`config.mk`:
```
export PLATFORM = sky130hd
export DESIGN_NAME = cflt_cell
export DESIGN_NICKNAME = d
export VERILOG_FILES = /design/src/sv/cflt_pkg.sv /design/src/sv/cflt_cell.sv
export SDC_FILE = /design/constraint.sdc
export NUM_CORES = 1
export LEC_CHECK = 0
export BUFFER_PORTS_ARGS = -buffer_cell sky130_fd_sc_hd__buf_4
export CAP_MARGIN = 40
export CORE_MARGIN = 10
export CORE_UTILIZATION = 45
export DETAILED_ROUTE_END_ITERATION = 10
export HOLD_SLACK_MARGIN = 0.12
export PLACE_DENSITY = 0.68
export SLEW_MARGIN = 0
export SYNTH_ARGS = -nofsm -noshare
export SYNTH_HDL_FRONTEND = slang
export SYNTH_SLANG_ARGS = --single-unit
```
`constraint.sdc`:
```
create_clock -name clk -period 7.39 [get_ports clk]
set_clock_uncertainty 0.05 [all_clocks]
set_input_delay 1.1085 -clock clk [delete_from_list [all_inputs] [get_ports clk]]
set_output_delay 1.1085 -clock clk [all_outputs]
set_load 0.01 [all_outputs]
```
`src/sv/cflt_pkg.sv`:
```
package cflt_pkg;

  localparam int TABLE_ENTRIES = 128;

  localparam int CMD_W       = 2;
  localparam int ADDR_W      = 32;
  localparam int TIME_W      = 32;
  localparam int COUNT_W     = 8;
  localparam int DEADLINE_W  = TIME_W + 1;
  localparam int THRESHOLD_W = 8;
  localparam int BLOCK_W     = 16;
  localparam int CFG_IDX_W   = 1;
  localparam int CFG_DATA_W  = 16;

  localparam logic [THRESHOLD_W-1:0] THRESHOLD_RESET = THRESHOLD_W'(3);
  localparam logic [BLOCK_W-1:0]     BLOCK_RESET     = BLOCK_W'(600);
  localparam logic [COUNT_W-1:0]     COUNT_MAX       = '1;

  typedef enum logic [CMD_W-1:0] {
    CMD_CHECK   = 2'd0,
    CMD_FAILURE = 2'd1,
    CMD_SUCCESS = 2'd2
  } cmd_t;

  typedef enum logic [CFG_IDX_W-1:0] {
    REG_THRESHOLD = 1'b0,
    REG_LOCK_SPAN = 1'b1
  } reg_idx_t;

  typedef struct packed {
    logic [THRESHOLD_W-1:0] threshold;
    logic [BLOCK_W-1:0]     lock_span;
  } cfg_t;

  // request traveling down the row of cells
  typedef struct packed {
    logic               valid;
    logic               done;
    logic [CMD_W-1:0]   command;
    logic [ADDR_W-1:0]  client_ip;
    logic [TIME_W-1:0]  now;
    logic               blocked;
    logic [COUNT_W-1:0] count;
  } tok_t;

endpackage

```
`src/sv/cflt_cell.sv`:
```
module cflt_cell (
  input  logic           clk,
  input  logic           rst_n,
  input  logic           en,
  input  cflt_pkg::cfg_t cfg,
  input  cflt_pkg::tok_t tok_i,
  output cflt_pkg::tok_t tok_o
);

  logic                               used_r;
  logic [cflt_pkg::ADDR_W-1:0]        addr_r;
  logic [cflt_pkg::COUNT_W-1:0]       fail_r;
  logic [cflt_pkg::DEADLINE_W-1:0]    dl_r;
  logic                               tok_valid_r;
  cflt_pkg::tok_t                     tok_r;

  logic                               live;
  logic                               match;
  logic                               alloc;
  logic                               hit;
  logic [cflt_pkg::COUNT_W-1:0]       cur_f;
  logic [cflt_pkg::DEADLINE_W-1:0]    cur_d;
  logic [cflt_pkg::COUNT_W-1:0]       fail_nxt;
  logic [cflt_pkg::DEADLINE_W-1:0]    dl_nxt;
  logic [cflt_pkg::DEADLINE_W-1:0]    now_ext;
  cflt_pkg::tok_t                     tok_nxt;

  // used entries form a prefix, so the first free cell reached means absent
  always_comb begin
    live    = tok_i.valid & ~tok_i.done;
    match   = live & used_r & (addr_r == tok_i.client_ip);
    alloc   = live & ~used_r;
    hit     = match | alloc;
    cur_f   = alloc ? '0 : fail_r;
    cur_d   = alloc ? '0 : dl_r;
    now_ext = {1'b0, tok_i.now};
    fail_nxt = cur_f;
    dl_nxt   = cur_d;
    case (tok_i.command)
      cflt_pkg::CMD_FAILURE: begin
        if (cur_f != cflt_pkg::COUNT_MAX) begin
          fail_nxt = cur_f + cflt_pkg::COUNT_W'(1);
        end
        if (fail_nxt >= cfg.threshold) begin
          dl_nxt = now_ext + cflt_pkg::DEADLINE_W'(cfg.lock_span);
        end
      end
      cflt_pkg::CMD_SUCCESS: begin
        fail_nxt = '0;
        dl_nxt   = '0;
      end
      default: begin
      end
    endcase
    tok_nxt = tok_i;
    if (hit) begin
      tok_nxt.done    = 1'b1;
      tok_nxt.blocked = (dl_nxt > now_ext);
      tok_nxt.count   = fail_nxt;
    end
  end

  always_ff @(posedge clk) begin
    if (!rst_n) begin
      used_r      <= 1'b0;
      tok_valid_r <= 1'b0;
    end else if (en) begin
      tok_valid_r <= tok_nxt.valid;
      if (hit) begin
        used_r <= 1'b1;
      end
    end
  end

  always_ff @(posedge clk) begin
    if (en) begin
      tok_r <= tok_nxt;
      if (hit) begin
        addr_r <= tok_i.client_ip;
        fail_r <= fail_nxt;
        dl_r   <= dl_nxt;
      end
    end
  end

  always_comb begin
    tok_o       = tok_r;
    tok_o.valid = tok_valid_r;
  end

endmodule

```
## Word-level counts from Yosys, hierarchy flattened

Index checks and enable logic that the tools add are counted.

| word-level totals | value |
|---|---|
| memory bits (writable) | 0 |
| input port bits | 104 |
| ROM bits | 0 |
| memories kept | 0 |
| register bits after elaboration | 151 |
| output and inout bits | 77 |
| latch bits | 0 |
| logic and storage cells | 35 |

| operators by class | value |
|---|---|
| add/sub/neg operators | 2 |
| $mul | 0 |
| reductions and logical operators | 1 |
| mux-type cells | 8 |
| bitwise operators | 7 |
| $lt $le $gt $ge | 2 |
| shift operators | 0 |
| equality and inequality tests | 4 |
| div/mod/pow operators | 0 |

Operators with widths:

| operator | count |
|---|---|
| two-way mux 33 bit | 2 |
| one-hot mux 33 bit (2 select lines) | 1 |
| adder 32 x 16 -> 33 bit | 1 |
| greater-than comparator 33 x 32 -> 1 bit | 1 |
| equality test 32 bit | 1 |
| two-way mux 8 bit | 3 |
| one-hot mux 8 bit (2 select lines) | 1 |
| two-way mux 9 bit | 1 |
| adder 8 x 1 -> 8 bit (second input constant) | 1 |
| greater-or-equal comparator 8 bit | 1 |
| inequality test 8 bit (second input constant) | 1 |
| AND 1 bit | 4 |
| equality test 2 x 1 -> 1 bit (second input constant) | 1 |
| equality test 2 bit (second input constant) | 1 |
| NOT 1 bit | 2 |
| AND reduction 2 bit | 1 |
| bitwise OR 1 bit | 1 |

## Logic depth before layout (Yosys ltp)

| depth | value |
|---|---|
| depth after elaboration | 12 |
| gate-level depth with buffers | 28 |

## Worst setup path before layout

Ideal clock, no wire load.

| timing path | value |
|---|---|
| kind | in2reg |
| start point | in tok_i[75] in the netlist's numbering |
| end point | reg tok_r, in the netlist tok_o[8] (data pin) |
| path buffers | 4 |
| setup slack | 1.429 ns |
| arrival | 5.652 ns |
| stages on the path | 26 |
| data required time | 7.081 ns |
| path through | or3b_1 -> buf_2 -> and2_4 -> buf_6 -> ha_1 -> a21oi_4 -> nand3_1 -> xor2_1 -> nor2_1 -> ha_1 -> a21o_1 -> nor3_1 -> a311oi_1 -> buf_4 -> nor3_2 -> buf_2 -> nand2_1 -> o21ai_0 -> ha_1 -> a21o_1 -> a211oi_1 -> o21ai_0 -> a211oi_1 -> o211ai_1 -> o221a_2 -> o31a_1 |

RTL lines:

| what | RTL line | RTL |
|---|---|---|
| from (decl) | cflt_cell.sv:6 | `input cflt_pkg::tok_t tok_i,` |
| to (signal assigned) | cflt_cell.sv:77 | `tok_r <= tok_nxt;` |
| to (decl) | cflt_cell.sv:15 | `cflt_pkg::tok_t tok_r;` |

==> results.md <==
- Post-CTS Resized: 0
- All-layer global routing usage: 16.84%
- Slew headroom: 58.10%
- Port bufs: 180
- Critical path peak fanout: 20
- Total Routed Length: 20060 um
- Postcts setup bufs: 0
- Largest area contributor in the netlist: edfxtp_1
- Share of layout cells above drive strength 1: 28.41%
- Initial antenna violation count: 0
- Worst skew pair latency: 0.42 ns
- Vias in the first global route: 6170
- Most used DFF post-synth: edfxtp_1
- Largest net degree at the start of global routing: 48
- CTS sink cnt: 151
- CTS tree: yes
- Post-synthesis sequential area ratio: 57.13%
- DP Area: 9568 um^2
- Die Area: 23260 um^2
- Cell area after layout: 10150 um^2
- Multi-input logic area: 3164 um^2
- CP Capture Type: flop
- First-pass GRT wire length: 31870 um
- Ranking of synthesized cells by area: edfxtp_1 (57%), ha_1 (9.2%), xor2_1 (4.3%)
- Combinational share of power: 17.4%
- Vias after detailed routing: 5881
- Sw power: 0.0006215 W
- Routed Antenna Nets: 0
- Syn nets: 816
- WP data required: 7.52 ns
- Top cells by count, synth: edfxtp_1 (149), ha_1 (58), nand2_1 (50), inv_1 (43), xor2_1 (39)
- RSZ-0062 raised after global routing: no
- Nets: 1009
- Post-DP HPWL: 15320 um
- Worst Hold Class: reg2reg
- Status: complete, no violations
- Final setup fails: 0
- Count leader, synth: edfxtp_1
- Routability cong.: 0.8721
- Via density: 5.425
- Die X: 152.5 um
- Met1 usage: 21.16%
- Async SR Flop Fraction: 0%
- Least-Margin Pin Slew: 0.6285 ns
- Cell area after synthesis: 7901 um^2
- Num rows: 48
- Max cap viols: 0
- Worst vdd ir: 157.7 uV
- Synth Register Bits: 151
- CTS clk-pin slew, worst paths: 0.06 ns
- Power density over the cells: 221.6 nW/um^2
- GRT met2 Usage: 26.82%
- Cell variety after synth: 59
- Crit start category: input pin
- DRC violations left: 0
- Int Pwr: 0.001627 W
- Clk root buf: clkbuf_16
- CP Class: in2reg
- Detailed-router iteration count before antenna repair: 5
- Area delta synth->final: 28.46%
- I/O pin count: 181
- Final TNS setup: 0 ns
- DR WL/cell: 18.51 um
- CTS buffer count: 17
- Final hold violation count: 0
- Switching Share: 27.64%
- Seq pwr share: 45.1%
- Fin. max-slew vios: 0
- Clock power frac: 37.5%
- Chip height: 152.5 um
- CP arrival: 6.19 ns
- Total gr overflow: 0
- Register area: 4514 um^2
- Cts hold-fix bufs: 0
- Leak: 4.221 nW
- Core Footprint: 17240 um^2
- Diodes inserted: 0
- H-tree Lvls: 4
- EDFF count, synth: 149
- GRT met3 Usage: 4.968%
- Fmax: 164.8 MHz
- Synth top area share: 56.63%
- DRT iter0 DRCs: 353
- Synth warn: 0
- Syn_area_per_cell: 12.10 um^2
- Final Cycle Share: 82.09%
- Syn Inst Count: 653
- Maximum buffer depth of the clock tree: 2
- Fin crit period: 6.066 ns
- GRT Max-Usage Layer: met2
- Initial Util: 45.84%
- Filler cell count in the final layout: 1422
[critical path, cell delays in order]
cell      delay [ns]
buf_4           0.12
or3b_1          0.26
nand2_1         0.12
inv_1           0.10
ha_1            0.32
nand2_1         0.12
nor2_1          0.19
nand2_1         0.17
nand2_1         0.12
o21ai_0         0.10
ha_1            0.29
nand2_1         0.05
o21ai_1         0.14
nand4_1         0.16
a311oi_2        0.25
buf_4           0.29
o21ai_0         0.14
buf_4           0.23
o21ai_0         0.25
ha_1            0.29
a21o_1          0.18
a211oi_1        0.23
o21ai_0         0.15
a211oi_1        0.29
o211ai_1        0.13
o221a_2         0.14
o31a_1          0.23
[cells by family after synthesis]
logic type / synth area share [%]
AO/OA/AOI/OAI: 10.47
XOR/XNOR: 6.762
adder cells (fa/ha/maj): 9.438
buffers and inverters: 3.056
flip-flops: 57.13
multiplexers: 1.663
AND/OR/NAND/NOR: 11.48
[area by class of cell]
class	count	share of cell area, %
inverter	43	1.590
tap	225	2.774
timing repair buffer	190	14.25
clock buffer	17	4.191
multi-input combinational	443	31.18
sequential	151	44.48
clock inverter	15	1.541
[per-stage QoR]
step | cells | setup WS, ns | hold WS, ns | util (%) | total power [W]
after floorplan | 653 | 1.429 | 0.4069 | - | 0.001243
after global placement | 1051 | 1.151 | 0.4355 | 55.35 | 0.001412
after detailed placement | 1052 | 0.9352 | 0.4610 | 55.51 | 0.001425
after CTS | 1084 | 1.336 | 0.4814 | 58.89 | 0.002272
after global routing | 1084 | 0.9094 | 0.5016 | 58.89 | 0.002355
final | 1084 | 1.324 | 0.4770 | 58.89 | 0.002249
[power by group through the flow]
stage	Clock (W)	Sequential, W	Combinational, W
after floorplan	0	0.00105	0.000192
after CTS	0.000863	0.00102	0.000393
after detailed placement	0	0.00103	0.000390
after global placement	0	0.00103	0.000379
after global routing	0.000901	0.00102	0.000434
final	0.000843	0.00102	0.000391
[flip-flops by register name, indices dropped and copies added (netlist names)]
signal	cells
used_r	1
tok_o	76
fail_r	8
addr_r	32
tok_valid_r	1
dl_r	33
[placed cells by master, fill, tap and decap left out, types with 7 or more instances in the layout]
cell / instances
mux2_2: 9
nand3_1: 32
nor2_1: 32
clkbuf_16: 17
and3_1: 12
o21ai_0: 32
nand4_1: 10
edfxtp_1: 149
o21a_1: 8
inv_1: 43
nor3_1: 11
xnor2_1: 22
inv_8: 7
ha_1: 58
a31oi_1: 7
a211oi_1: 11
nor4_1: 9
nand2_1: 50
xor2_1: 39
buf_4: 189
a21o_1: 7
a21oi_1: 36
[routing by layer]
metal,part of all wire [%],vias to the layer above
met5,0,-
met4,1.8,0
met3,7.1,35
met2,46,253
met1,45,2753
li1,-,2840
[worst paths after layout]
kind                                       endpoint  slack [ns]  cells past startpoint                 from
worst min register to register  used_r$_SDFFE_PN0P_        0.48                      1  used_r$_SDFFE_PN0P_
worst min-delay path            used_r$_SDFFE_PN0P_        0.48                      1  used_r$_SDFFE_PN0P_
worst max-delay path             tok_o[8]$_DFFE_PP_        1.32                     27            tok_i[76]
worst max register to register   tok_o[8]$_DFFE_PP_        1.80                     26  used_r$_SDFFE_PN0P_
No activity file was read; power rests on OpenSTA's default activity.
